<file path="src/design/i2cm_pkg.sv">
// Shared types and constants for the I2C master byte engine.
// No dependencies.
`default_nettype none
package i2cm_pkg;

  localparam int unsigned BITS_PER_BYTE = 8;

  localparam logic CFG_HALF_PERIOD = 1'b0;
  localparam logic CFG_ACK_TIMEOUT = 1'b1;

  localparam logic [7:0]  HALF_PERIOD_RST = 8'd5;
  localparam logic [15:0] ACK_TIMEOUT_RST = 16'd250;

  localparam logic [2:0] KIND_START    = 3'd0;
  localparam logic [2:0] KIND_STOP     = 3'd1;
  localparam logic [2:0] KIND_WRITE    = 3'd2;
  localparam logic [2:0] KIND_READ     = 3'd3;
  localparam logic [2:0] KIND_WAIT_ACK = 3'd4;

  typedef enum logic [4:0] {
    PH_IDLE, PH_ST_A, PH_ST_B, PH_SP_A, PH_SP_B,
    PH_WR_LO, PH_WR_HI, PH_WR_END,
    PH_RD_LO, PH_RD_HI, PH_RD_END, PH_AK_SET, PH_AK_HI,
    PH_WA_REL, PH_WA_POLL, PH_WA_LO, PH_WA_SPA, PH_WA_SPB
  } phase_e;

  typedef struct packed {
    phase_e      phase;
    logic [3:0]  bit_index;
    logic [7:0]  shift_byte;
    logic [7:0]  tick_timer;
    logic [15:0] poll_count;
    logic        scl_level;
    logic        sda_level;
    logic        nack_flag;
    logic        ack_choice;
    logic [7:0]  rd_byte;
  } state_t;

  typedef struct packed {
    logic [7:0]  half_period_ticks;
    logic [15:0] ack_timeout_ticks;
  } cfg_t;

  typedef struct packed {
    logic       cmd_valid;
    logic [2:0] kind;
    logic [7:0] wr_data;
    logic       send_nack;
    logic       sda_in;
  } in_item_t;

  typedef struct packed {
    logic       scl_out;
    logic       sda_out;
    logic       busy_res;
    logic       done_res;
    logic [7:0] rd_data;
    logic       ack_failed;
  } out_item_t;

endpackage
`default_nettype wire

</file>
<file path="src/design/i2cm_step.sv">
// Per-tick next-state and result logic of the I2C master sequencer.
// Depends on i2cm_pkg.
`default_nettype none
module i2cm_step (
  input  i2cm_pkg::state_t    state_i,
  input  i2cm_pkg::cfg_t      cfg_i,
  input  i2cm_pkg::in_item_t  item_i,
  output i2cm_pkg::state_t    state_o,
  output i2cm_pkg::out_item_t result_o
);
  import i2cm_pkg::*;

  logic [7:0] tmr_load;
  logic [3:0] bit_inc;
  logic       done;
  state_t     nx;

  assign tmr_load = (cfg_i.half_period_ticks == 8'd0) ? 8'd1 : cfg_i.half_period_ticks;
  assign bit_inc  = state_i.bit_index + 4'd1;

  function automatic state_t enter_ph(state_t s, phase_e p, logic scl, logic sda,
                                      logic [7:0] tmr);
    state_t r;
    r = s;
    r.phase      = p;
    r.scl_level  = scl;
    r.sda_level  = sda;
    r.tick_timer = tmr;
    return r;
  endfunction

  always_comb begin
    nx   = state_i;
    done = 1'b0;
    if (state_i.phase == PH_IDLE) begin
      if (item_i.cmd_valid) begin
        nx.bit_index = 4'd0;
        case (item_i.kind)
          KIND_START: nx = enter_ph(nx, PH_ST_A, 1'b1, 1'b1, tmr_load);
          KIND_STOP:  nx = enter_ph(nx, PH_SP_A, 1'b1, 1'b0, tmr_load);
          KIND_WRITE: begin
            nx.shift_byte = {item_i.wr_data[6:0], 1'b0};
            nx = enter_ph(nx, PH_WR_LO, 1'b0, item_i.wr_data[7], tmr_load);
          end
          KIND_READ: begin
            nx.ack_choice = item_i.send_nack;
            nx.shift_byte = 8'd0;
            nx = enter_ph(nx, PH_RD_LO, 1'b0, 1'b1, tmr_load);
          end
          KIND_WAIT_ACK: begin
            nx.nack_flag  = 1'b0;
            nx.poll_count = 16'd0;
            nx = enter_ph(nx, PH_WA_REL, 1'b1, 1'b1, tmr_load);
          end
          default: ;
        endcase
      end
    end else if (state_i.phase == PH_WA_POLL) begin
      if (!item_i.sda_in) begin
        nx = enter_ph(nx, PH_WA_LO, 1'b0, 1'b1, tmr_load);
      end else if (state_i.poll_count >= cfg_i.ack_timeout_ticks) begin
        nx = enter_ph(nx, PH_WA_SPA, 1'b1, 1'b0, tmr_load);
      end else begin
        nx.poll_count = state_i.poll_count + 16'd1;
      end
    end else if (state_i.tick_timer > 8'd1) begin
      nx.tick_timer = state_i.tick_timer - 8'd1;
    end else begin
      unique case (state_i.phase)
        PH_ST_A: nx = enter_ph(nx, PH_ST_B, 1'b1, 1'b0, tmr_load);
        PH_ST_B: begin
          nx.scl_level = 1'b0;
          nx.phase     = PH_IDLE;
          done         = 1'b1;
        end
        PH_SP_A: nx = enter_ph(nx, PH_SP_B, 1'b1, 1'b1, tmr_load);
        PH_SP_B, PH_WR_END, PH_WA_LO: begin
          nx.phase = PH_IDLE;
          done     = 1'b1;
        end
        PH_WR_LO: nx = enter_ph(nx, PH_WR_HI, 1'b1, state_i.sda_level, tmr_load);
        PH_WR_HI: begin
          nx.bit_index = bit_inc;
          if (bit_inc < 4'(BITS_PER_BYTE)) begin
            nx.shift_byte = {state_i.shift_byte[6:0], 1'b0};
            nx = enter_ph(nx, PH_WR_LO, 1'b0, state_i.shift_byte[7], tmr_load);
          end else begin
            nx = enter_ph(nx, PH_WR_END, 1'b0, state_i.sda_level, tmr_load);
          end
        end
        PH_RD_LO: nx = enter_ph(nx, PH_RD_HI, 1'b1, 1'b1, tmr_load);
        PH_RD_HI: begin
          nx.shift_byte = {state_i.shift_byte[6:0], item_i.sda_in};
          nx.bit_index  = bit_inc;
          if (bit_inc < 4'(BITS_PER_BYTE)) begin
            nx = enter_ph(nx, PH_RD_LO, 1'b0, 1'b1, tmr_load);
          end else begin
            nx.rd_byte = {state_i.shift_byte[6:0], item_i.sda_in};
            nx = enter_ph(nx, PH_RD_END, 1'b0, 1'b1, tmr_load);
          end
        end
        PH_RD_END: nx = enter_ph(nx, PH_AK_SET, 1'b0, state_i.ack_choice, tmr_load);
        PH_AK_SET: nx = enter_ph(nx, PH_AK_HI, 1'b1, state_i.ack_choice, tmr_load);
        PH_AK_HI: begin
          nx.scl_level = 1'b0;
          nx.phase     = PH_IDLE;
          done         = 1'b1;
        end
        PH_WA_REL: nx.phase = PH_WA_POLL;
        PH_WA_SPA: nx = enter_ph(nx, PH_WA_SPB, 1'b1, 1'b1, tmr_load);
        PH_WA_SPB: begin
          nx.nack_flag = 1'b1;
          nx.phase     = PH_IDLE;
          done         = 1'b1;
        end
        default: nx.phase = PH_IDLE;
      endcase
    end
  end

  assign state_o = nx;

  always_comb begin
    result_o.scl_out    = nx.scl_level;
    result_o.sda_out    = nx.sda_level;
    result_o.busy_res   = (nx.phase != PH_IDLE);
    result_o.done_res   = done;
    result_o.rd_data    = nx.rd_byte;
    result_o.ack_failed = nx.nack_flag;
  end

endmodule
`default_nettype wire

</file>
<file path="src/design/i2c_master_byte_engine.sv">
// I2C master byte engine, top level: sequencer state, config registers, result register.
// Result: the result of a tick is registered and appears in the cycle after its transfer is accepted.
// Throughput: one tick per cycle unless out_ready_i holds the result register; a new transfer is taken while it drains.
// Reset: idle, SCL and SDA released, read byte and flags zero, half period 5, timeout 250.
// Depends on i2cm_pkg and i2cm_step.
`default_nettype none
module i2c_master_byte_engine (
  input  logic                clk_i,
  input  logic                rst_ni,
  input  logic                in_valid_i,
  output logic                in_ready_o,
  input  i2cm_pkg::in_item_t  in_data_i,
  output logic                out_valid_o,
  input  logic                out_ready_i,
  output i2cm_pkg::out_item_t out_data_o,
  input  logic                cfg_we_i,
  input  logic                cfg_addr_i,
  input  logic [15:0]         cfg_wdata_i
);
  import i2cm_pkg::*;

  state_t    state_q, state_d;
  cfg_t      cfg_q;
  out_item_t out_q, out_d;
  logic      out_valid_q;
  logic      in_fire;

  assign in_ready_o  = !out_valid_q || out_ready_i;
  assign in_fire     = in_valid_i && in_ready_o;
  assign out_valid_o = out_valid_q;
  assign out_data_o  = out_q;

  i2cm_step u_step (
    .state_i  (state_q),
    .cfg_i    (cfg_q),
    .item_i   (in_data_i),
    .state_o  (state_d),
    .result_o (out_d)
  );

  always_ff @(posedge clk_i or negedge rst_ni) begin
    if (!rst_ni) begin
      state_q     <= '{phase: PH_IDLE, bit_index: 4'd0, shift_byte: 8'd0, tick_timer: 8'd0,
                       poll_count: 16'd0, scl_level: 1'b1, sda_level: 1'b1,
                       nack_flag: 1'b0, ack_choice: 1'b0, rd_byte: 8'd0};
      cfg_q       <= '{half_period_ticks: HALF_PERIOD_RST, ack_timeout_ticks: ACK_TIMEOUT_RST};
      out_valid_q <= 1'b0;
    end else begin
      if (in_fire) begin
        state_q <= state_d;
      end
      if (cfg_we_i) begin
        unique case (cfg_addr_i)
          CFG_HALF_PERIOD: cfg_q.half_period_ticks <= cfg_wdata_i[7:0];
          CFG_ACK_TIMEOUT: cfg_q.ack_timeout_ticks <= cfg_wdata_i;
        endcase
      end
      if (in_fire) begin
        out_valid_q <= 1'b1;
      end else if (out_ready_i) begin
        out_valid_q <= 1'b0;
      end
    end
  end

  always_ff @(posedge clk_i) begin
    if (in_fire) begin
      out_q <= out_d;
    end
  end

`ifndef SYNTHESIS
  a_done_not_busy: assert property (@(posedge clk_i) disable iff (!rst_ni)
    in_fire |=> !(out_q.done_res && out_q.busy_res))
    else $error("done and busy reported together");

  a_bit_index_range: assert property (@(posedge clk_i) disable iff (!rst_ni)
    state_q.bit_index <= 4'(BITS_PER_BYTE))
    else $error("bit index beyond byte");

  a_timer_loaded: assert property (@(posedge clk_i) disable iff (!rst_ni)
    (state_q.phase != PH_IDLE && state_q.phase != PH_WA_POLL) |-> state_q.tick_timer != 8'd0)
    else $error("timed phase with empty timer");
`endif

endmodule
`default_nettype wire
</file>
<file path="config.mk">
export PLATFORM = sky130hd
export DESIGN_NAME = i2c_master_byte_engine
export DESIGN_NICKNAME = d
export VERILOG_FILES = /design/src/design/i2cm_pkg.sv /design/src/design/i2cm_step.sv /design/src/design/i2c_master_byte_engine.sv
export SDC_FILE = /design/constraint.sdc
export NUM_CORES = 1
export LEC_CHECK = 0
export BUFFER_PORTS_ARGS = -buffer_cell sky130_fd_sc_hd__clkbuf_2
export CAP_MARGIN = 20
export CORE_MARGIN = 2
export CORE_UTILIZATION = 65
export DETAILED_ROUTE_END_ITERATION = 10
export PLACE_DENSITY = 0.92
export SYNTH_ARGS = -nofsm -noshare
export SYNTH_HDL_FRONTEND = slang
export SYNTH_SLANG_ARGS = --single-unit
</file>
<file path="constraint.sdc">
create_clock -name clk_i -period 4.7 [get_ports clk_i]
set_input_delay 0.47 -clock clk_i [delete_from_list [all_inputs] [get_ports clk_i]]
set_output_delay 0.47 -clock clk_i [all_outputs]
set_load 0.005 [all_outputs]
</file>
==> results by group, run 1 <==
Outcome
  • Status: finished, final reports clean

Clock network
  • Postcts setup bufs: 0
  • TritonCTS clock tree: yes
  • Post-cts resize count: 0
  • Num CTS Buffers: 9
  • H-tree levels: 3
  • Latest clock arrival within the worst-skew pair: 0.37 ns
  • Clock-pin slew on the worst setup and hold paths: about 0.10 ns
  • CTS max path bufs: 2
  • Clk sinks: 91
  • Clock Root Buffer: clkbuf_8
  • Cts hold-fix bufs: 0

STA
  • Final setup viols: 0
  • Hold Violations, Final: 0
  • Slew margin rel.: approximately 26%
  • Max Fclk: around 290 MHz
  • Final worst path period need: about 3.4 ns
  • Worst-Margin Slew: around 1.1 ns
  • Period utilization: 73.1%
  • Final max-slew violation count: 0
  • Setup TNS: 0 ns
  • RSZ-0062 raised after global routing: no
  • Setup Skew: around 0.014 ns

Die
  • Die width: around 95 um
  • Full die area: 9060 um2
  • # rows: 33
  • Die Span Y: about 95 um
  • Ports: 51
  • Initial core utilization: between 60% and 70%
  • Placeable Area: 8130 um2

Critical path
  • Worst Path Required: roughly 5.0 ns
  • Worst Setup End Kind: flip-flop
  • Crit Path Class: flip-flop to flip-flop
  • CP peak stage delay: ~0.9 ns
  • Crit path cell chain: nor3_1 -> o21ai_0 -> nand2_1 -> nor3_2 -> nand2_2 -> mux2_2
  • CP max-delay cell: dfrtp_1
  • Data arrival, critical path: about 3.7 ns
  • Worst-path fanout max: 29
  • Type of origin of the critical path: flip-flop

Drt
  • Vias per cell: between 6 and 7
  • Via count: around 4.6k
  • Final WL: around 13 mm
  • DRT iter0 DRCs: around 410
  • Routed WL per cell: 18.5 um
  • # DRC: 0
  • Pre-antenna DRT Iters: 6
  • Final ANT Viol Nets: 0

Power and ir drop
  • Power share of the clock group: between 20% and 30%
  • Reg power frac: between 40% and 50%
  • Maximum VDD drop: around 0.00031 V
  • Leakage: roughly 2.6 nW
  • Int Power: between 1.5 and 2 mW
  • Comb pwr share: between 30% and 40%
  • Power density over the cells: between 400 and 500 nW/um2
  • Sw Ratio: between 30% and 40%
  • Switch Pwr: around 1 mW

Final layout
  • Area grow syn2layout: 9.08%
  • Non-Filler Instances: 699
  • Final #Nets: between 600 and 700
  • Antenna Cells: 0
  • Finished Cell Area: just under 6000 um2
  • Layout cells sized above 1: about a quarter

Synth
  • Mapped Area: ~5400 um2
  • Post-Syn Nets: between 600 and 700
  • Top cells by count, synth: dfrtp_1 (68), mux2_2 (49), o21ai_0 (40), nand2_1 (39), nor2_1 (38)
  • Synth Area in Adders: about 4.6%
  • Cells after synthesis: roughly 550
  • Most used DFF post-synth: dfrtp_1
  • Simple-gate share of the synthesized area: around 16%
  • Post-Synth XOR/XNOR Area: less than 1%
  • Average size of a mapped cell: slightly below 10 um2
  • Post-synthesis sequential area ratio: a little over two fifths
  • Yosys cell types: 67
  • Compound-Gate Fraction of Synth Area: 20.3%
  • Post-synth top area share: 31.5%
  • Mux cell area share after synthesis: between 10% and 20%
  • Asr flop ratio synth: 85.7%
  • Dominant cells by area after synthesis: dfrtp_1 (31%), mux2_2 (10%), edfxtp_1 (7.2%), dfstp_2 (4.9%), ha_1 (4.6%)
  • Synthesized flop and latch total: between 90 and 100
  • Post-synth EDFFs: 13
  • Most frequent cell after synthesis: dfrtp_1
  • Largest family of logic cells by synthesized area: compound AO/OA/AOI/OAI gates
  • Post-synth top area cell: dfrtp_1
  • YS warnings: 0

Placement
  • Routability cong.: around 0.93
  • Dpl cell area: approximately 5700 um2
  • Placed Cells: approximately 700
  • Port Buffer Count: 50
  • DP Wirelength: between 9 and 10 mm

GRT
  • Largest net degree at the start of global routing: a little under 80
  • Remaining global-route overflow: 0
  • GRT Total Usage: between 30% and 40%
  • Initial antenna violation count: 0
  • First-pass GRT wire length: approximately 21 mm
  • Vias in the first global route: around 4.4k

Min path
  • Hold crit path type: input pin to async pin

Job
  • Max cap viols: 0
cells in the final DEF, fill, tap and decap left out, types with 3 or more instances in the layout:
cell type	instances
dfstp_2	10
o21ai_0	40
o22ai_1	3
nor3_1	16
and3_1	8
nor2b_1	9
a21oi_1	23
nand4_1	4
edfxtp_1	13
inv_6	3
or2_2	3
nor4_1	6
buf_4	3
nand2_1	39
inv_1	31
o2bb2ai_1	4
clkbuf_2	49
or3_1	5
dfrtp_1	68
nor2_1	38
o311ai_0	3
nand2b_1	10
o31ai_1	16
o21a_1	7
a21o_1	7
a31oi_1	13
a2111oi_0	3
nand3_1	15
a22oi_1	6
ha_1	20
or4_1	3
mux2_2	49
clkbuf_8	9
a22o_1	10
sequential cells by signal, summed over array words and instances (netlist names):
signal and flops:
cfg_q 24, out_data_o 13, out_valid_o 1, state_q 53
cell type report:
type,count,area (um2)
clock inverter,7,73.8
sequential,91,2350
clock buffer,9,124
multi-input combinational,404,2830
fill,570,2240
timing repair buffer,52,268
inverter,31,116
tap,105,131
power by group through the flow:
stage / registers, mW / clock network [mW] / logic [mW]
after floorplan: 1.00 / 0 / 0.700
final: 1.11 / 0.551 / 0.849
after global routing: 1.13 / 0.588 / 0.936
after CTS: 1.10 / 0.555 / 0.827
after global placement: 1.10 / 0 / 0.766
after detailed placement: 1.11 / 0 / 0.814
metal layers:
layer,track usage [%],part of all wire [%],wire (um)
met5,0,0,0
met4,13.6,2.7,354
met3,5.61,8.3,1070
met2,48.7,48,6260
met1,41.0,41,5260
path summary, 6_finish.rpt:
kind	startpoint	end	slack (ns)	cells past startpoint
worst min-delay path	rst_ni	state_q[8]	0.24	1
worst min register to register	state_q[11]	state_q[11]	0.49	2
min in group clk_i	in_valid_i	out_valid_o	0.31	2
worst max register to register	state_q[51]	state_q[6]	1.27	6
max in group asynchronous	rst_ni	state_q[41]	3.81	1
worst max-delay path	state_q[51]	state_q[6]	1.27	6
cell families (layout without fill, tap and decap cells):
| logic type | after synthesis | after routing |
|---|---|---|
| XOR/XNOR | 3 | 3 |
| buffers and inverters | 57 | 99 |
| multiplexers | 51 | 51 |
| adder cells (fa/ha/maj) | 20 | 20 |
| AO/OA/AOI/OAI | 159 | 159 |
| flip-flops | 91 | 91 |
| AND/OR/NAND/NOR | 171 | 171 |
critical path: cells and delay by family, from the launching register on:
family | cells | cell delay [ns]
and+or+nand+nor | 4 | 1.47
muxes | 1 | 0.38
AOI/OAI and AO/OA | 1 | 0.57
DFF | 1 | 0.88
metrics by stage:
step | power, mW | utilization [%] | worst slack (ns) | hold slack, ns
after floorplan | 1.70 | - | 1.85 | 0.174
after global placement | 1.86 | 69.9 | 1.53 | 0.467
after detailed placement | 1.93 | 70.0 | 1.39 | 0.478
after CTS | 2.48 | 72.5 | 1.37 | 0.291
after global routing | 2.65 | 72.5 | 1.09 | 0.331
final | 2.51 | 72.5 | 1.27 | 0.236
(Power assumes the default switching activity.)
==> inputs of run 2 (changes only) <==
CORE_UTILIZATION = 60   (was 65)
PLACE_DENSITY = 0.87   (was 0.92)
clock period = 3.2 ns   (was 4.7 ns; I/O delays follow)
==> results by group, run 2 (synthesized netlist as in run 1, its figures left out) <==
Final layout
  • Register name with the most flops: state_q (unchanged)
  • Antenna Cells: 0 (unchanged)
  • Non-Filler Instances: 719 (was 699)
  • Most common cell after layout, fill and taps aside: dfrtp_1 (unchanged)
  • Final #Nets: 662 (was 645)
  • Layout cells sized above 1: 25.4% (was 23.4%)
  • Util after Layout: 68.9% (was 72.5%)
  • Finished Cell Area: 6010 um2 (was 5890 um2)
  • Most frequent cells in the layout: dfrtp_1 (68), mux2_2 (49), clkbuf_2 (49) (unchanged)
  • Area grow syn2layout: 11.1% (was 9.08%)
  • Max FFs per register: 53 (unchanged)

Placement
  • Port Buffer Count: 50 (unchanged)
  • DP Wirelength: 9.44 mm (was 9.08 mm)
  • Routability cong.: 0.983 (was 0.934)
  • Dpl cell area: 5830 um2 (was 5700 um2)
  • Placed Cells: 703 (was 683)

Die
  • Die Span Y: 98.9 um (was 95.2 um)
  • # rows: 34 (was 33)
  • Placeable Area: 8720 um2 (was 8130 um2)
  • Initial core utilization: 62.0% (was 66.4%)
  • Ports: 51 (unchanged)
  • Full die area: 9780 um2 (was 9060 um2)
  • Die width: 98.9 um (was 95.2 um)

Critical path
  • Crit Path Class: flip-flop to flip-flop (unchanged)
  • Data arrival, critical path: 3.28 ns (was 3.68 ns)
  • Worst Setup End Kind: flip-flop (unchanged)
  • Type of origin of the critical path: flip-flop (unchanged)
  • Worst-path fanout max: 10 (was 29)
  • Worst Path Required: 3.44 ns (was 4.95 ns)

Clock network
  • Clk sinks: 91 (unchanged)
  • Postcts setup bufs: 0 (unchanged)
  • H-tree levels: 3 (unchanged)
  • CTS max path bufs: 2 (unchanged)
  • Clock Root Buffer: clkbuf_8 (unchanged)
  • Clock-pin slew on the worst setup and hold paths: 0.09 ns (was 0.10 ns)
  • Cts hold-fix bufs: 0 (unchanged)
  • Post-cts resize count: 0 (unchanged)
  • Latest clock arrival within the worst-skew pair: 0.36 ns (was 0.37 ns)
  • Num CTS Buffers: 9 (unchanged)
  • TritonCTS clock tree: yes (unchanged)

Power and ir drop
  • Maximum VDD drop: 0.000402 V (was 0.000310 V)
  • Post-layout power: 3.66 mW (was 2.51 mW)
  • Power density over the cells: 609 nW/um2 (was 425 nW/um2)
  • Leakage: 2.66 nW (was 2.58 nW)

Min path
  • Hold crit path type: input pin to async pin (unchanged)

STA
  • Period utilization: 95.0% (was 73.1%)
  • Setup TNS: 0 ns (unchanged)
  • Final max-slew violation count: 0 (unchanged)
  • Final worst path period need: 3.04 ns (was 3.43 ns)
  • Final setup viols: 0 (unchanged)
  • RSZ-0062 raised after global routing: no (unchanged)
  • Max Fclk: 329 MHz (was 291 MHz)
  • Setup Skew: 0.00965 ns (was 0.0139 ns)
  • Slew margin rel.: 35.0% (was 25.9%)
  • Worst-Margin Slew: 0.975 ns (was 1.10 ns)
  • Hold Violations, Final: 0 (unchanged)

GRT
  • Remaining global-route overflow: 0 (unchanged)
  • First-pass GRT wire length: 21.6 mm (was 21.5 mm)
  • GRT Total Usage: 27.4% (was 30.6%)
  • Initial antenna violation count: 0 (unchanged)
  • Largest net degree at the start of global routing: 79 (unchanged)
  • Vias in the first global route: 4,433 (was 4,420)

Drt
  • Final WL: 13.2 mm (was 12.9 mm)
  • Via count: 4,670 (was 4,612)
  • # DRC: 0 (unchanged)
  • DRT iter0 DRCs: 360 (was 414)
  • Final ANT Viol Nets: 0 (unchanged)
  • Pre-antenna DRT Iters: 5 (was 6)
  • Vias per cell: 6.50 (was 6.60)
  • Routed WL per cell: 18.3 um (was 18.5 um)

Job
  • Max cap viols: 0 (unchanged)

Outcome
  • Status: finished, final reports clean (unchanged)
-- run 2: changes by cell type in the layout (fill, tap and decap cells not counted), sizes merged --
cell      change
clkinvlp      -1
clkinv        +3
inv           -2
clkbuf        +1
bufinv        -1
buf          +17
-- run 2: cell type report --
cell class | count | area, um2
multi-input combinational | 404 | 2830
clock inverter | 6 | 40.0
timing repair buffer | 69 | 395
tap | 108 | 135
clock buffer | 10 | 138
sequential | 91 | 2350
inverter | 31 | 116
fill | 643 | 2720
-- run 2: report_power, final --
part	internal, mW	switching, mW	total [mW]
clock	0.304	0.408	0.712
combinational	0.555	0.797	1.35
sequential	1.35	0.242	1.59
-- run 2: worst paths after layout --
check / end / cells after the start / from / slack, ns
min in group clk_i: out_valid_o / 2 / in_valid_i / 0.17
max in group asynchronous: state_q[41] / 1 / rst_ni / 2.45
worst max register to register: state_q[38] / 6 / state_q[32] / 0.16
worst max-delay path: state_q[38] / 6 / state_q[32] / 0.16
worst min-delay path: state_q[22] / 1 / rst_ni / 0.1
worst min register to register: state_q[11] / 2 / state_q[11] / 0.48
-- run 2: routing by layer --
| layer | GRT usage [%] | share of wire (%) |
|---|---|---|
| met5 | 0 | 0 |
| met4 | 8.22 | 2.0 |
| met3 | 4.89 | 7.1 |
| met2 | 44.4 | 48 |
| met1 | 38.0 | 43 |
-- run 2: stage by stage --
stage / setup slack, ns / hold slack, ns
floorplan: 0.348 / 0.0244
global placement: 0.318 / 0.471
detailed placement: 0.198 / 0.474
CTS: 0.198 / 0.160
global route: 0.0585 / 0.174
finish: 0.160 / 0.0972
-- run 2: critical path, cell delays in order (launching register included) --
cell,delay [ns]
dfrtp_1,0.44
or4_4,0.57
or3_1,0.57
o31ai_4,0.30
nand3_2,0.20
a211oi_4,0.46
mux2_2,0.40
==> inputs of run 3 (changes only) <==
CELL_PAD_IN_SITES_DETAIL_PLACEMENT = 2   (was default)
CELL_PAD_IN_SITES_GLOBAL_PLACEMENT = 2   (was default)
CORE_UTILIZATION = 38   (was 60)
PLACE_DENSITY = 0.86   (was 0.87)
==> results by group, run 3 (synthesized netlist as in run 1, its figures left out) <==
Critical path
  • Worst-path fanout max: 8 (was 10)
  • Worst Path Required: 3.43 ns (was 3.44 ns)
  • CP peak stage delay: 0.59 ns (was 0.57 ns)
  • Data arrival, critical path: 3.29 ns (was 3.28 ns)
  • Type of origin of the critical path: flip-flop (unchanged)
  • CP max-delay cell: or4_4 (unchanged)
  • FF-to-FF path depth: 6 (unchanged)
  • FF-to-FF Start: state_q[32] (unchanged)
  • Reg2reg end: state_q[42] (was state_q[38])
  • Worst Setup End Kind: flip-flop (unchanged)
  • R2R Setup Slk: 0.14 ns (was 0.16 ns)
  • Crit path cell chain: or4_4 -> or3_1 -> o31ai_4 -> nand3_2 -> a211oi_4 -> mux2_2 (unchanged)
  • Crit Path Class: flip-flop to flip-flop (unchanged)

Die
  • # rows: 43 (was 34)
  • Placeable Area: 13,900 um2 (was 8720 um2)
  • Die width: 123 um (was 98.9 um)
  • Ports: 51 (unchanged)
  • Die Span Y: 123 um (was 98.9 um)
  • Full die area: 15,200 um2 (was 9780 um2)
  • Initial core utilization: 38.9% (was 62.0%)

Drt
  • Max Used Layer: met4 (unchanged)
  • DR WL met3: 975 um (was 938 um)
  • Routed wl met2: 9.96 mm (was 6.32 mm)
  • M1 WL: 8.35 mm (was 5.66 mm)
  • Via count: 4,946 (was 4,670)
  • Vias per cell: 6.17 (was 6.50)
  • DRT iter0 DRCs: 405 (was 360)
  • Routed WL per cell: 24.9 um (was 18.3 um)
  • Final WL: 20.0 mm (was 13.2 mm)
  • # DRC: 0 (unchanged)
  • Final ANT Viol Nets: 0 (unchanged)
  • Pre-antenna DRT Iters: 5 (unchanged)

Min path
  • Hold crit path type: input pin to flip-flop (was input pin to async pin)
  • Hold Path Stages: 2
  • Hold wc startpoint: in_valid_i
  • Min-Delay Endpoint: out_valid_o

Clock network
  • TritonCTS clock tree: yes (unchanged)
  • CTS max path bufs: 2 (unchanged)
  • Clk sinks: 91 (unchanged)
  • Num CTS Buffers: 9 (unchanged)
  • Postcts setup bufs: 0 (unchanged)
  • H-tree levels: 3 (unchanged)
  • Clock Root Buffer: clkbuf_16 (was clkbuf_8)
  • Clock-pin slew on the worst setup and hold paths: 0.07 ns (was 0.09 ns)
  • Latest clock arrival within the worst-skew pair: 0.36 ns (about the same)

GRT
  • First-pass GRT wire length: 31.8 mm (was 21.6 mm)
  • Largest net degree at the start of global routing: 79 (unchanged)
  • Vias in the first global route: 5,515 (was 4,433)
  • Remaining global-route overflow: 0 (unchanged)
  • Initial antenna violation count: 0 (unchanged)
  • GRT Total Usage: 28.1% (was 27.4%)

Power and ir drop
  • Reg power frac: 37.0% (was 43.6%)
  • Int Power: 2.62 mW (was 2.21 mW)
  • Maximum VDD drop: 0.000534 V (was 0.000402 V)
  • Power density over the cells: 684 nW/um2 (was 609 nW/um2)
  • Sw Ratio: 39.4% (was 39.6%)
  • Leakage: 2.79 nW (was 2.66 nW)
  • Post-layout power: 4.33 mW (was 3.66 mW)
  • Power share of the clock group: 26.6% (was 19.5%)
  • Switch Pwr: 1.71 mW (was 1.45 mW)
  • Comb pwr share: 36.4% (was 36.9%)

Placement
  • Port Buffer Count: 50 (unchanged)
  • Post-Place Worst Slack: 0.192 ns (was 0.198 ns)
  • Routability cong.: 0.883 (was 0.983)
  • DP Wirelength: 14.2 mm (was 9.44 mm)

STA
  • Setup TNS: 0 ns (unchanged)
  • Final setup viols: 0 (unchanged)
  • Max Fclk: 327 MHz (was 329 MHz)
  • Setup Skew: 0.0112 ns (was 0.00965 ns)
  • Period utilization: 95.6% (was 95.0%)
  • Final max-slew violation count: 0 (unchanged)
  • Slew margin rel.: 51.0% (was 35.0%)
  • Final worst path period need: 3.06 ns (was 3.04 ns)
  • RSZ-0062 raised after global routing: no (unchanged)
  • Hold Violations, Final: 0 (unchanged)
  • Worst-Margin Slew: 0.734 ns (was 0.975 ns)
  • PnR worst setup slack: 0.142 ns (was 0.160 ns)

Final layout
  • Register area: 2350 um2 (unchanged)
  • Multi-input logic area: 2830 um2 (unchanged)
  • Register name with the most flops: state_q (unchanged)
  • Antenna Cells: 0 (unchanged)
  • Area grow syn2layout: 17.3% (was 11.1%)
  • Most common cell after layout, fill and taps aside: dfrtp_1 (unchanged)
  • # fillers: 1,464 (was 643)
  • Layout cells sized above 1: 26.5% (was 25.4%)
  • Max FFs per register: 53 (unchanged)
  • Final #Nets: 673 (was 662)
  • Most frequent cells in the layout: dfrtp_1 (68), mux2_2 (49), clkbuf_2 (49) (unchanged)

Job
  • Max cap viols: 0 (unchanged)

Outcome
  • Status: finished, final reports clean (unchanged)
## run 3: final cells by class
cell class	count	share of cell area, %
clock buffers	13	4.26
clock inverters	3	0.711
inverters	31	1.84
multi-input cells	404	44.6
flip-flops and latches	91	37.1
well taps	180	3.55
repair buffers	80	7.90
## run 3: critical path: cells and delay by family, from the launching register on
kind / cells / cell delay (ns)
AND/OR/NAND/NOR: 3 / 1.25
flip-flops: 1 / 0.45
multiplexers: 1 / 0.43
AO/OA/AOI/OAI: 2 / 0.78
## run 3: repair_timing
action / CTS / global route
gates resized for setup: 0 / 1
hold buffers: 0 / 1
setup endpoints to repair: 0 / 1
endpoints found under the hold margin: 0 / 7
## run 3: worst max path at each step
| stage | startpoint | to | slack, ns |
|---|---|---|---|
| CTS | cfg_q[1] | state_q[20] | 0.15 |
| detailed placement | state_q[32] | state_q[42] | 0.19 |
| finish | state_q[32] | state_q[42] | 0.14 |
| global placement | state_q[32] | state_q[38] | 0.44 |
| floorplan | cfg_q[1] | state_q[16] | 0.35 |
| global route | state_q[32] | state_q[42] | 0.06 |
## run 3: stage by stage
step | hold WS [ns] | instances | instance area [um2] | util (%)
floorplan | 0.0244 | 552 | 5400 | -
global placement | 0.469 | 784 | 5990 | 43.1
detailed placement | 0.494 | 784 | 5990 | 43.1
CTS | 0.177 | 800 | 6300 | 45.4
global route | 0.198 | 802 | 6340 | 45.7
finish | 0.174 | 802 | 6340 | 45.7
## run 3: power by group through the flow
| stage | Combinational [mW] | Clock [mW] | Sequential, mW |
|---|---|---|---|
| 2_1_floorplan | 1.03 | 0 | 1.47 |
| 3_3_place_gp | 1.37 | 0 | 1.58 |
| 3_5_place_dp | 1.51 | 0 | 1.61 |
| 4_1_cts | 1.55 | 1.17 | 1.59 |
| 5_1_grt | 1.73 | 1.20 | 1.63 |
| 6_report | 1.58 | 1.15 | 1.60 |
## run 3: routing by layer
metal,track usage [%],vias to the layer above
met5,0,-
met4,11.9,0
met3,6.13,52
met2,46.7,146
met1,35.2,2554
li1,-,2194
